`src/sv/topological_sort_kahn_unit_defines.svh`:
```
// Assertion macros shared by the sort unit.
`ifndef TOPOLOGICAL_SORT_KAHN_UNIT_DEFINES_SVH
`define TOPOLOGICAL_SORT_KAHN_UNIT_DEFINES_SVH

// Same-cycle implication, checked out of reset.
`define TSK_ASSERT_NOW(lbl, ante, cons) \
    lbl: assert property (@(posedge i_clk) disable iff (!i_rst_n) (ante) |-> (cons)) \
        else $error("sort unit check failed");

// Next-cycle implication, checked out of reset.
`define TSK_ASSERT_NEXT(lbl, ante, cons) \
    lbl: assert property (@(posedge i_clk) disable iff (!i_rst_n) (ante) |=> (cons)) \
        else $error("sort unit check failed");

`endif

```
`src/sv/tsk_ram.sv`:
```
module tsk_ram #(
    parameter int WIDTH = 8,
    parameter int DEPTH = 32,
    localparam int AW = $clog2(DEPTH)
) (
    input  logic             i_clk,
    input  logic             i_wr_en,
    input  logic [AW-1:0]    i_wr_addr,
    input  logic [WIDTH-1:0] i_wr_data,
    input  logic             i_rd_en,
    input  logic [AW-1:0]    i_rd_addr,
    output logic [WIDTH-1:0] o_rd_data
);
    logic [WIDTH-1:0] r_mem [DEPTH];
    logic [WIDTH-1:0] r_rd_data;

    always_ff @(posedge i_clk) begin
        if (i_wr_en) begin
            r_mem[i_wr_addr] <= i_wr_data;
        end
        if (i_rd_en) begin
            r_rd_data <= r_mem[i_rd_addr];
        end
    end

    assign o_rd_data = r_rd_data;
endmodule
```
`config.mk`:
```
export PLATFORM = sky130hd
export DESIGN_NAME = tsk_ram
export DESIGN_NICKNAME = d
export VERILOG_FILES = /design/src/sv/topological_sort_kahn_unit_defines.svh /design/src/sv/tsk_ram.sv
export SDC_FILE = /design/constraint.sdc
export NUM_CORES = 1
export LEC_CHECK = 0
export ABC_AREA = 1
export BUFFER_PORTS_ARGS = -buffer_cell sky130_fd_sc_hd__buf_2
export CAP_MARGIN = 20
export CORE_ASPECT_RATIO = 0.7
export CORE_MARGIN = 8
export CORE_UTILIZATION = 40
export DETAILED_ROUTE_END_ITERATION = 8
export GPL_TIMING_DRIVEN = 0
export PLACE_DENSITY = 0.52
export SYNTH_ARGS = -nofsm -noshare
export SYNTH_HDL_FRONTEND = slang
export SYNTH_SLANG_ARGS = --single-unit
```
`constraint.sdc`:
```
create_clock -name i_clk -period 1.5 [get_ports i_clk]
set_input_delay 0.075 -clock i_clk [delete_from_list [all_inputs] [get_ports i_clk]]
set_output_delay 0.075 -clock i_clk [all_outputs]
set_load 0.005 [all_outputs]
```
==> metrics.yaml <==
placement:
  dp.final_hpwl_mm: 20.02
  place_ws_ns: -0.5533
  port_buffers: 25
  gp_congestion: 0.8711
worst_setup_path:
  cp-end-kind: "flop"
  crit_path_start_kind: "input pin"
  critical_path_class: "in2reg"
  path_max_fanout: 8
  crit_required_ns: 1.66
  arrival_ns: 1.67
  cp_slowest_cell: "nor2_1"
  cp_cell_sequence: "buf_2 > inv_1 > nand3_1 > nor2_1"
  max_stage_delay_ns: 0.95
power:
  leakage_uw: 0.004491
  powerDensity_mw_per_mm2: 1260
  ir_worst_vdd_uv: 641.1
  swShare: 0.2345
  p_int_uw: 11810
  power.switching_uw: 3618
  p_total_uw: 15430
  p_comb_frac: 0.073
  seq_power_share: 0.535
  p_clk_frac: 0.392
route:
  wl_mm: 30.50
  vias_per_cell: 5.187
  drc: 0
  vias: 7044
  ant_nets: 0
  wl_per_cell_um: 22.46
  drtPass1Iterations: 5
  drtIter0Drc: 743
hold_path:
  hold_path_class: "in2reg"
die:
  boundaryPins: 29
  die_x_um: 213
  rows: 50
  start_util: 0.4068
  die_y_um: 153.9
  dieArea_mm2: 0.03278
  core-area_mm2: 0.02671
sta:
  min_period_ns: 1.513
  tightestPinTransition_ns: 1.033
  maxSlewViolCount: 0
  setup_violations: 5
  fin_ws_ns: -0.01329
  timing.final.crit_share: 1.009
  fin_setup_tns_ns: -0.05685
  fmaxAchievable_mhz: 660.8
  fin_skew_ns: 0.02676
  rsz0062_at_grt: "true"
  hold_viol_final: 0
  slew_headroom: 0.3089
cts:
  worstSkewPairLatency_ns: 0.56
  cts_root_buffer: "clkbuf_16"
  cts_buffer_depth: 3
  clock_sinks: 264
  htree_levels: 1
  clkTransAtPathRegs_ns: 0.06
  cts_tree: "done"
  postCtsSetupBuffers: 0
  cts_made_buffers: 27
synth:
  ys_types: 11
  syn_area_mm2: 0.01087
  ys_ff_latch: 264
  synth_fp_nets: 943
  netlist_instances: 922
  ys_warn_count: 0
  avgSynthCellArea_um2: 11.79
  yosysSeqAreaShare: 0.7295
global_routing:
  grt_antenna_before_repair: 1
  grt_pass1_vias: 6686
  grt_start_max_net_pins: 33
  grt_pass1_wl_mm: 44.78
  grt_use_total: 0.1871
  grt-ovfl-total: 0
cells_and_area:
  seq_area_mm2: 0.007928
  fill_cells: 2465
  drive_gt1_frac: 0.1108
  final_common_cell: "nand2_1"
  syn2layout_area_growth_pct: 12.62
  final_cell_mix: "nand2_1, edfxtp_1, nand3_1"
  fin_nets: 998
  multiInputGateArea_mm2: 0.002510
run_status:
  failed_checks: "negative setup slack"
  status: "finished, violations left"
flow_run:
  max-cap-violations: 0
power by group through the flow:
stage	registers [uW]	clock network (uW)	logic [uW]
global route	8260	6380	1220
CTS	8250	6110	1110
detailed placement	8410	0	1110
finish	8250	6050	1120
global placement	8410	0	1100
floorplan	8410	0	591
flip-flops by register name, indices dropped and copies added (netlist names):
| name | count |
|---|---|
| o_rd_data | 8 |
| r_mem | 256 |
path summary, 6_finish.rpt:
kind | start | end | slack (ns) | depth (start not counted)
worst max-delay path | i_wr_addr[0] | r_mem[10][5] | -0.01 | 4
worst max register to register | r_mem[29][7] | o_rd_data[7] | 0.10 | 8
worst min-delay path | i_rd_addr[4] | o_rd_data[5] | 0.08 | 3
worst min register to register | r_mem[8][2] | o_rd_data[2] | 0.88 | 8
worst max-delay path: cells and delay by family:
family,cells,cell delay [ns]
simple gates,2,1.40
buf+inv,2,0.17
cell usage after synthesis:
| cell type | number | share of area |
|---|---|---|
| buf_1 | 2 | 0.00069 |
| buf_2 | 15 | 0.0069 |
| buf_4 | 4 | 0.0028 |
| buf_6 | 24 | 0.025 |
| clkbuf_1 | 7 | 0.0024 |
| edfxtp_1 | 264 | 0.73 |
| inv_1 | 8 | 0.0028 |
| inv_2 | 2 | 0.00069 |
| nand2_1 | 360 | 0.12 |
| nand3_1 | 204 | 0.094 |
| nor2_1 | 32 | 0.011 |
cell families (layout without fill, tap and decap cells):
group,count (synthesis),count (layout),synth area share
DFF,264,264,0.7295
and+or+nand+nor,596,596,0.2294
buffers and inverters,62,133,0.04111
other,0,1,0
what timing repair did:
item                       4_1_cts  5_1_grt
hold buffers                     1        0
resized for setup                0        8
hold endpoints to repair         8        0
setup endpoints to repair        0       52
cell type report:
cell class,count,area share
inverter,10,0.003067
buffer,52,0.03353
antenna,1,0.0002045
tap,364,0.03721
timing repair buffer,26,0.01104
clock inverter,12,0.005010
multi-input combinational,596,0.2051
sequential,264,0.6478
clock buffer,33,0.05705
through the flow:
stage | hold slack [ns] | cell area [um^2] | utilization | cells
2_1_floorplan | 0.1739 | 10870 | - | 922
3_3_place_gp | 0.4709 | 11450 | 0.4285 | 1311
3_5_place_dp | 0.4709 | 11450 | 0.4285 | 1311
4_1_cts | 0.07348 | 12220 | 0.4573 | 1357
5_1_grt | 0.1294 | 12240 | 0.4581 | 1358
6_report | 0.07980 | 12240 | 0.4581 | 1358
layer usage:
metal	vias to the layer above	part of all wire	GRT usage
li1	3321	-	-
met1	3400	0.50	0.2952
met2	267	0.40	0.2553
met3	56	0.080	0.03960
met4	0	0.022	0.04623
met5	-	0	0
Note: power is estimated with default switching activity, not from simulation.
